<file path="src/rtl/core/gwpf_pkg.sv">
`default_nettype none
package gwpf_pkg;

	localparam int ROW_BITS    = 6;
	localparam int COL_BITS    = 6;
	localparam int CELL_BITS   = ROW_BITS + COL_BITS;
	localparam int NUM_CELLS   = 1 << CELL_BITS;
	localparam int DIM_BITS    = 7;
	localparam int MAX_ROWS    = 64;
	localparam int MAX_COLS    = 64;
	localparam int HEIGHT_BITS = 16;
	localparam int LEVEL_BITS  = 12;
	localparam int COUNT_BITS  = 13;
	localparam int DIR_BITS    = 3;

	typedef enum logic [1:0] {
		CMD_WRITE = 2'd0,
		CMD_FIND  = 2'd1,
		CMD_READ  = 2'd2,
		CMD_NOP   = 2'd3
	} cmd_t;

	typedef enum logic [1:0] {
		STAT_REACHED  = 2'd0,
		STAT_MISMATCH = 2'd1,
		STAT_UNREACH  = 2'd2,
		STAT_BEYOND   = 2'd3
	} stat_t;

	typedef enum logic {
		CFG_ROWS = 1'b0,
		CFG_COLS = 1'b1
	} cfg_idx_t;

	typedef enum logic [4:0] {
		S_IDLE,
		S_RD_WAIT,
		S_HS,
		S_HE,
		S_CLR,
		S_SEED,
		S_LVL,
		S_FRD,
		S_FWT,
		S_NB,
		S_HWT,
		S_WWT,
		S_BT_INIT,
		S_BT_NB,
		S_BT_WWT,
		S_DONE
	} state_t;

	typedef struct packed {
		logic                ok;
		logic [ROW_BITS-1:0] row;
		logic [COL_BITS-1:0] col;
	} nbr_t;

endpackage
`default_nettype wire

</file>
<file path="src/rtl/core/gwpf_nbr.sv">
`default_nettype none
module gwpf_nbr (
	input  wire logic [gwpf_pkg::ROW_BITS-1:0] row,
	input  wire logic [gwpf_pkg::COL_BITS-1:0] col,
	input  wire logic [gwpf_pkg::DIR_BITS-1:0] dir,
	input  wire logic [gwpf_pkg::DIM_BITS-1:0] rows_lim,
	input  wire logic [gwpf_pkg::DIM_BITS-1:0] cols_lim,
	output gwpf_pkg::nbr_t                     nbr
);
	import gwpf_pkg::*;

	logic [DIM_BITS:0] dr;
	logic [DIM_BITS:0] dc;
	logic [DIM_BITS:0] ra;
	logic [DIM_BITS:0] ca;

	// table order: left, up, right, down, up-left, up-right, down-right, down-left
	always_comb begin
		case (dir)
			3'd0: begin dr = '0; dc = '1; end
			3'd1: begin dr = '1; dc = '0; end
			3'd2: begin dr = '0; dc = (DIM_BITS+1)'(1); end
			3'd3: begin dr = (DIM_BITS+1)'(1); dc = '0; end
			3'd4: begin dr = '1; dc = '1; end
			3'd5: begin dr = '1; dc = (DIM_BITS+1)'(1); end
			3'd6: begin dr = (DIM_BITS+1)'(1); dc = (DIM_BITS+1)'(1); end
			default: begin dr = (DIM_BITS+1)'(1); dc = '1; end
		endcase
		ra = (DIM_BITS+1)'(row) + dr;
		ca = (DIM_BITS+1)'(col) + dc;
		nbr.ok  = !ra[DIM_BITS] && !ca[DIM_BITS] &&
			(ra[DIM_BITS-1:0] < rows_lim) && (ca[DIM_BITS-1:0] < cols_lim);
		nbr.row = ra[ROW_BITS-1:0];
		nbr.col = ca[COL_BITS-1:0];
	end

endmodule
`default_nettype wire

</file>
<file path="config.mk">
export PLATFORM = sky130hd
export DESIGN_NAME = gwpf_nbr
export DESIGN_NICKNAME = d
export VERILOG_FILES = /design/src/rtl/core/gwpf_pkg.sv /design/src/rtl/core/gwpf_nbr.sv
export SDC_FILE = /design/constraint.sdc
export NUM_CORES = 1
export LEC_CHECK = 0
export BUFFER_PORTS_ARGS = -buffer_cell sky130_fd_sc_hd__buf_2
export CELL_PAD_IN_SITES_DETAIL_PLACEMENT = 1
export CELL_PAD_IN_SITES_GLOBAL_PLACEMENT = 1
export CORE_ASPECT_RATIO = 0.75
export CORE_UTILIZATION = 29
export DETAILED_ROUTE_END_ITERATION = 8
export MAX_ROUTING_LAYER = met4
export PLACE_DENSITY = 0.86
export SYNTH_ARGS = -nofsm -noshare
export SYNTH_HDL_FRONTEND = slang
export SYNTH_SLANG_ARGS = --single-unit
</file>
<file path="constraint.sdc">
create_clock -name vclk -period 6.1
set_clock_uncertainty 0.2 [all_clocks]
set_input_delay 1.83 -clock vclk [all_inputs]
set_output_delay 1.83 -clock vclk [all_outputs]
set_load 0.02 [all_outputs]
</file>
==> Word level (Yosys, flattened, before mapping) <==
Cells that the tools add are included.
{ "classes": {"addsub": 2, "n_reduce_logical": 10, "n_lt_le_gt_ge": 2, "eq_ne": 6, "mux": 2} }
{ "op_table": {"columns": ["op", "n"], "rows": [
  ["8-bit one-hot mux with 2 select lines", 2],
  ["6-bit by 8-bit adder with 8-bit output", 2],
  ["7-bit < comparator", 2],
  ["3-bit == test (second input constant)", 3],
  ["3-bit by 2-bit == test with 1-bit output (second input constant)", 2],
  ["3-bit OR reduction", 2],
  ["2-bit OR reduction", 2],
  ["3-bit by 1-bit == test with 1-bit output (second input constant)", 1],
  ["1-bit logical AND", 3],
  ["3-bit zero test", 1],
  ["1-bit zero test", 2]
]} }
{ "totals": {"out_inout_bits": 13, "reg_bits": 0, "word_cells": 22} }

==> Depth between registers and ports, before layout <==
Gate-level depths: netlist (run 1).
{ "depth": {"ltp_word": 8, "mapped_depth": 13, "ltp_nobuf": 12} }

==> Worst setup path after synthesis (run 1) <==
No wires, ideal clock.
{ "synth_timing": {"kind": "in2out", "from": "in dir[2] in the netlist's numbering", "to": "out nbr[12] in the netlist's numbering", "arrival_time_ns": 4.695, "path_stages": 11, "slack_ns": -0.625, "required_ns": 4.070, "cell_sequence": "nand2b_1 > ha_1 > or4_1 > nor2_1 > mux2i_1 > xnor2_1 > ha_1 > a21o_1 > a211oi_1 > o311ai_0 > nor4b_2"} }
{ "synth_rtl": {"columns": ["element", "line_no", "text"], "rows": [
  ["start: declaration", "gwpf_nbr.sv:5", "input wire logic [gwpf_pkg::DIR_BITS-1:0] dir,"],
  ["end: declaration", "gwpf_nbr.sv:8", "output gwpf_pkg::nbr_t nbr"]
]} }

==> key figures, run 1 <==
Placed design
  – Count of port buffers added during placement: 42
  – HPWL after detailed placement: 2710 um
  – Post-place instance area: 1240 um^2
  – GPL Wtd Cong: 0.847

Routing
  – # DRC: 0
  – Number of DRC markers after the initial detailed-route iteration: 13
  – Detailed-routing iteration count for the pre-antenna-repair pass: 4
  – Total wire length: 3080 um
  – Per-cell via count in the routed design: 5.32
  – Number of routed nets with antenna violations: 0
  – Mean routed wirelength per cell: 15.9 um
  – Total via count after detailed routing: 1,032

Cells and area
  – Area Growth Syn to Fin: 68.1%
  – Post-route standard cell area excluding fillers: 1280 um^2
  – FFs & Latches: 0
  – Clk_buf instances: 0
  – Register area: 0 um^2
  – Fraction of layout instances using a drive strength above 1: 55.0%
  – Number of diodes: 0
  – Net count, final: 208

Timing
  – Worst slew pin tran: 389 ps
  – Max-slew headroom at the worst pin: 73.8%
  – Hold Worst Slack: 3800 ps
  – Setup repair after global routing missed its margin: true
  – Final hold vios: 0
  – Fin crit period: 6430 ps
  – Crit share post-route: 105%
  – Number of pins exceeding their max-slew limit in the final report: 0
  – Final sum of negative setup slack: -327 ps
  – Final setup viols: 1
  – Maximum achievable frequency: 0.156 GHz
  – Final setup margin: -327 ps

Setup path
  – Crit-path max FO: 5
  – Startpoint type of the worst setup path: primary input
  – Chain of cells forming the critical path: buf_2, or2_2, ha_2, and3_1, a31oi_1, a2bb2oi_2, xnor2_2, ha_1, and3_1, o21ai_1, o311ai_1, nor4b_2, buf_2
  – Biggest cell delay along the critical path: 320 ps
  – Required time reported for the critical path endpoint: 4070 ps
  – Library cell contributing the largest single delay on the critical path: sky130_fd_sc_hd__ha_1
  – Type of element capturing the critical path: output pin
  – Critical Path AT: 4400 ps
  – Worst setup path class: in2out

Synth
  – Number of warnings reported in the yosys synthesis log: 0
  – Synth top area share: 28.0%
  – Distinct cell type count after synthesis: 35
  – Post-synthesis xor/xnor area fraction: 12.7%
  – Compound-gate portion of the synthesized area: 19.2%
  – Share of the yosys chip area belonging to registers: 0%
  – Most numerous cell in the Yosys netlist: sky130_fd_sc_hd__ha_1
  – Combinational family with the most area after synthesis: adder cells
  – Largest cells by area after synthesis: sky130_fd_sc_hd__ha_1 28%, sky130_fd_sc_hd__xnor2_1 12%, sky130_fd_sc_hd__inv_1 6.4%
  – Cell area after technology mapping: 761 um^2
  – Simple-gate share of the synthesized area: 27.1%
  – Synth Instances: 103
  – Adder-cell area share of the yosys netlist: 28.0%
  – Total nets after synthesis: 149
  – Library cell with the largest summed area after synthesis: sky130_fd_sc_hd__ha_1
  – Mean post-synth cell area: 7.39 um^2
  – Multiplexer area fraction after synthesis: 5.26%
  – Top cell types by occurrence after synthesis: 17 x sky130_fd_sc_hd__ha_1, 13 x sky130_fd_sc_hd__inv_1, 10 x sky130_fd_sc_hd__xnor2_1

Die
  – DIE AREA: 2830 um^2
  – Height of the die: 46.4 um
  – Die W: 61.1 um
  – Top-level I/O count: 42
  – Core box area: 2380 um^2
  – Starting density of the core: 31.9%
  – Num rows: 15

GRT
  – Overflow after GRT: 0
  – Antenna violations before repair: 0
  – Aggregate global-route resource usage: 23.4%
  – Pin count of the biggest net entering global routing: 10
  – Wire length of the first global-routing pass: 4690 um
  – Via count of the first global-routing pass: 1,060

Status
  – Outcome: finished with violations
  – Failing checks: setup timing

Pwr
  – Worst voltage drop across the vdd grid: 0.0000473 V
  – Leakage component of the power: 0.000684 uW
  – Areal power density over the cells: 120 nW/um^2

Flow run
  – Max capacitance violation total: 0

Worst hold path
  – Tightest Hold Check Type: in2out

CTS
  – Hold buffer count at cts: 0
  – Buffer count from post-CTS setup fixing: 0
-- metrics by stage --
step | setup slack, ps | utilization [%] | power, uW | std cells
floorplan | -181 | - | 90.2 | 103
global placement | -294 | 51.9 | 135 | 194
detailed placement | -447 | 51.9 | 146 | 194
CTS | -367 | 52.4 | 150 | 194
global route | -426 | 53.6 | 165 | 194
finish | -327 | 53.6 | 154 | 194
-- per-layer routing --
metal  track usage [%]  wire length (um)
met1              25.0              1290
met2              46.3              1610
met3              1.40               143
met4              6.36                38
met5                 -                 0
-- logic make-up (layout without fill, tap and decap cells) --
group           count (synthesis)  in the layout
compound gates                 20             20
buf+inv                        15             72
mux                             4              4
simple gates                   36             36
fa+ha+maj                      17             17
xor+xnor                       11             11
-- area by class of cell --
class,count,area [um^2]
Fill cell,323,1100
Multi-Input combinational cell,88,850
Timing Repair Buffer,59,338
Inverter,13,48.8
Tap cell,34,42.5
-- worst paths after layout --
kind                   start      end  slack [ps]  cells after the start
worst min-delay path  col[5]   nbr[5]        3800                      3
worst max-delay path  dir[0]  nbr[12]        -330                     13
-- where the power goes --
part / switching, uW / internal [uW]
combinational: 82.6 / 71.1
clock: 0 / 0
sequential: 0 / 0
total: 82.6 / 71.1
-- critical path, delay by kind of cell --
family / cells / cell delay (ps)
xor+xnor: 1 / 100
buf+inv: 2 / 360
fa+ha+maj: 2 / 530
compound gates: 4 / 660
simple gates: 4 / 910
-- cells in the final DEF, fill, tap and decap left out, types with 3 or more instances in the layout --
cell type	Yosys	layout
sky130_fd_sc_hd__buf_4	0	17
sky130_fd_sc_hd__nand2_1	4	4
sky130_fd_sc_hd__xnor2_1	10	4
sky130_fd_sc_hd__ha_2	0	4
sky130_fd_sc_hd__nor2_1	7	5
sky130_fd_sc_hd__and3_1	3	3
sky130_fd_sc_hd__buf_2	1	42
sky130_fd_sc_hd__a211oi_2	1	3
sky130_fd_sc_hd__xnor2_2	0	6
sky130_fd_sc_hd__mux2i_1	4	4
sky130_fd_sc_hd__nor3_1	6	5
sky130_fd_sc_hd__ha_1	17	11
sky130_fd_sc_hd__inv_1	13	13
-- what timing repair did --
| item | CTS | global route |
|---|---|---|
| pin swaps | 0 | 2 |
| endpoints found under the setup margin | 1 | 1 |
| gates resized for setup | 3 | 7 |
No activity file was read; power rests on OpenSTA's default activity.
==> inputs of run 2 (changes only) <==
--- a/config.mk
+++ b/config.mk
@@ -9,10 +9,12 @@
 export CELL_PAD_IN_SITES_DETAIL_PLACEMENT = 1
 export CELL_PAD_IN_SITES_GLOBAL_PLACEMENT = 1
 export CORE_ASPECT_RATIO = 0.75
+export CORE_MARGIN = 8
 export CORE_UTILIZATION = 29
 export DETAILED_ROUTE_END_ITERATION = 8
 export MAX_ROUTING_LAYER = met4
 export PLACE_DENSITY = 0.86
+export SLEW_MARGIN = 20
 export SYNTH_ARGS = -nofsm -noshare
 export SYNTH_HDL_FRONTEND = slang
 export SYNTH_SLANG_ARGS = --single-unit
==> run 2 against run 1 <==
The flow still finishes with violations (setup timing). Count of clock-buffer cells in the layout stayed put. Non-clock buffer count is 8 higher. Largest power group unchanged. First-iteration DRC count is 54% higher. Critical path type unchanged. Critical endpoint unchanged.
==> key figures, run 2 (same netlist as run 1, synthesis figures left out) <==
Status
  – Outcome: finished with violations
  – Failing checks: setup timing

Setup path
  – Critical Path AT: 4480 ps
  – Required time reported for the critical path endpoint: 4070 ps
  – Crit-path max FO: 4
  – Number of cells on the critical path: 15
  – Library cell contributing the largest single delay on the critical path: sky130_fd_sc_hd__ha_1
  – Crit-path leading delay family: compound AO/OA/AOI/OAI gates
  – Cell repeated most along the worst path: sky130_fd_sc_hd__buf_4
  – Type of element capturing the critical path: output pin
  – Chain of cells forming the critical path: buf_8, buf_6, and3_4, nor2_4, xnor2_2, ha_2, nand2_2, a211oi_4, buf_4, mux2i_1, ha_1, a211oi_2, o311ai_2, nor4b_2, buf_4
  – Startpoint type of the worst setup path: primary input
  – Worst setup path class: in2out
  – Number of buffer and inverter stages on the critical path: 4
  – Biggest cell delay along the critical path: 280 ps

Cells and area
  – Post-layout utilization of the core: 54.3%
  – Most frequent cells in the layout: 40 x sky130_fd_sc_hd__buf_2, 25 x sky130_fd_sc_hd__buf_4, 13 x sky130_fd_sc_hd__inv_1, 11 x sky130_fd_sc_hd__ha_1
  – Area Growth Syn to Fin: 81.6%
  – Net count, final: 216
  – Number of diodes: 0
  – Clk_buf instances: 0
  – Fraction of layout instances using a drive strength above 1: 58.3%
  – FFs & Latches: 0
  – Register area: 0 um^2
  – Leading cell type in the layout, fill and taps excluded: sky130_fd_sc_hd__buf_2

Die
  – Top-level I/O count: 42
  – DIE AREA: 4540 um^2
  – Num rows: 16
  – Die W: 75.1 um
  – Height of the die: 60.4 um
  – Starting density of the core: 29.9%
  – Core box area: 2540 um^2

Timing
  – Final setup margin: -413 ps
  – Crit share post-route: 107%
  – Final setup viols: 1
  – Final hold vios: 0
  – Hold Worst Slack: 3810 ps
  – Max-slew headroom at the worst pin: 69.4%
  – Final sum of negative setup slack: -413 ps
  – Fin crit period: 6510 ps
  – Setup repair after global routing missed its margin: true
  – Maximum achievable frequency: 0.154 GHz
  – Worst slew pin tran: 455 ps
  – Number of pins exceeding their max-slew limit in the final report: 0

GRT
  – Peak-usage layer in the global routing report: met2
  – Pin count of the biggest net entering global routing: 8
  – Wire length of the first global-routing pass: 5810 um
  – Overflow after GRT: 0
  – Via count of the first global-routing pass: 1,209
  – Global-route met1 utilization: 17.1%
  – Met3 capacity usage during global routing: 0.990%
  – Aggregate global-route resource usage: 16.6%
  – Met2 Resource Use GR: 33.9%
  – Antenna violations before repair: 0

Routing
  – Mean routed wirelength per cell: 18.0 um
  – Total wire length: 3670 um
  – Number of routed nets with antenna violations: 0
  – Detailed-routing iteration count for the pre-antenna-repair pass: 4
  – Total via count after detailed routing: 1,050
  – Per-cell via count in the routed design: 5.15
  – # DRC: 0
  – Number of DRC markers after the initial detailed-route iteration: 20

Worst hold path
  – Tightest Hold Check Type: in2out
  – Worst hold path depth: 3

Pwr
  – Areal power density over the cells: 124 nW/um^2
  – Worst voltage drop across the vdd grid: 0.0000495 V
  – Leakage component of the power: 0.000727 uW

Placed design
  – HPWL after detailed placement: 3130 um
  – GPL Wtd Cong: 0.796
  – Count of port buffers added during placement: 42

CTS
  – Hold buffer count at cts: 0

Flow run
  – Max capacitance violation total: 0
[run 2: cell count changes in the layout (fill, tap and decap cells not counted), sizes merged]
cell / before / now
buf: 59 / 67
[run 2: stage by stage]
step / setup slack [ps] / power [uW] / area, um^2 / std cells
finish: -413 / 171 / 1380 / 204
global route: -557 / 183 / 1380 / 204
CTS: -517 / 166 / 1340 / 203
detailed placement: -642 / 151 / 1250 / 198
global placement: -276 / 139 / 1250 / 198
floorplan: -181 / 90.2 / 870 / 103
[run 2: per-layer routing]
metal / vias up / routed length, um
li1: 509 / -
met1: 512 / 1440
met2: 23 / 2070
met3: 6 / 94
met4: 0 / 59
met5: - / 0
[run 2: final timing paths]
check,start,to,slack (ps)
worst max-delay path,dir[0],nbr[12],-410
worst min-delay path,col[5],nbr[5],3810
[run 2: power breakdown]
group          switching (uW)  internal, uW
clock                       0             0
sequential                  0             0
combinational            89.4          81.4
[run 2: final cells by class]
| class | instances | area [um^2] |
|---|---|---|
| Fill cell | 336 | 1160 |
| Inverter | 13 | 48.8 |
| Multi-Input combinational cell | 88 | 873 |
| Tap cell | 36 | 45.0 |
| Timing Repair Buffer | 67 | 414 |
[run 2: tightest hold or removal path, cell delays in order]
cell and delay, ps:
sky130_fd_sc_hd__buf_2 130, sky130_fd_sc_hd__xnor2_2 70, sky130_fd_sc_hd__buf_2 160
[run 2: timing repair]
action | CTS | global route
pin swaps | 11 | 9
endpoints found under the hold margin | 0 | 0
buffers inserted | 5 | 1
setup endpoints to repair | 1 | 1
cloned | 0 | 0
resized for setup | 11 | 7
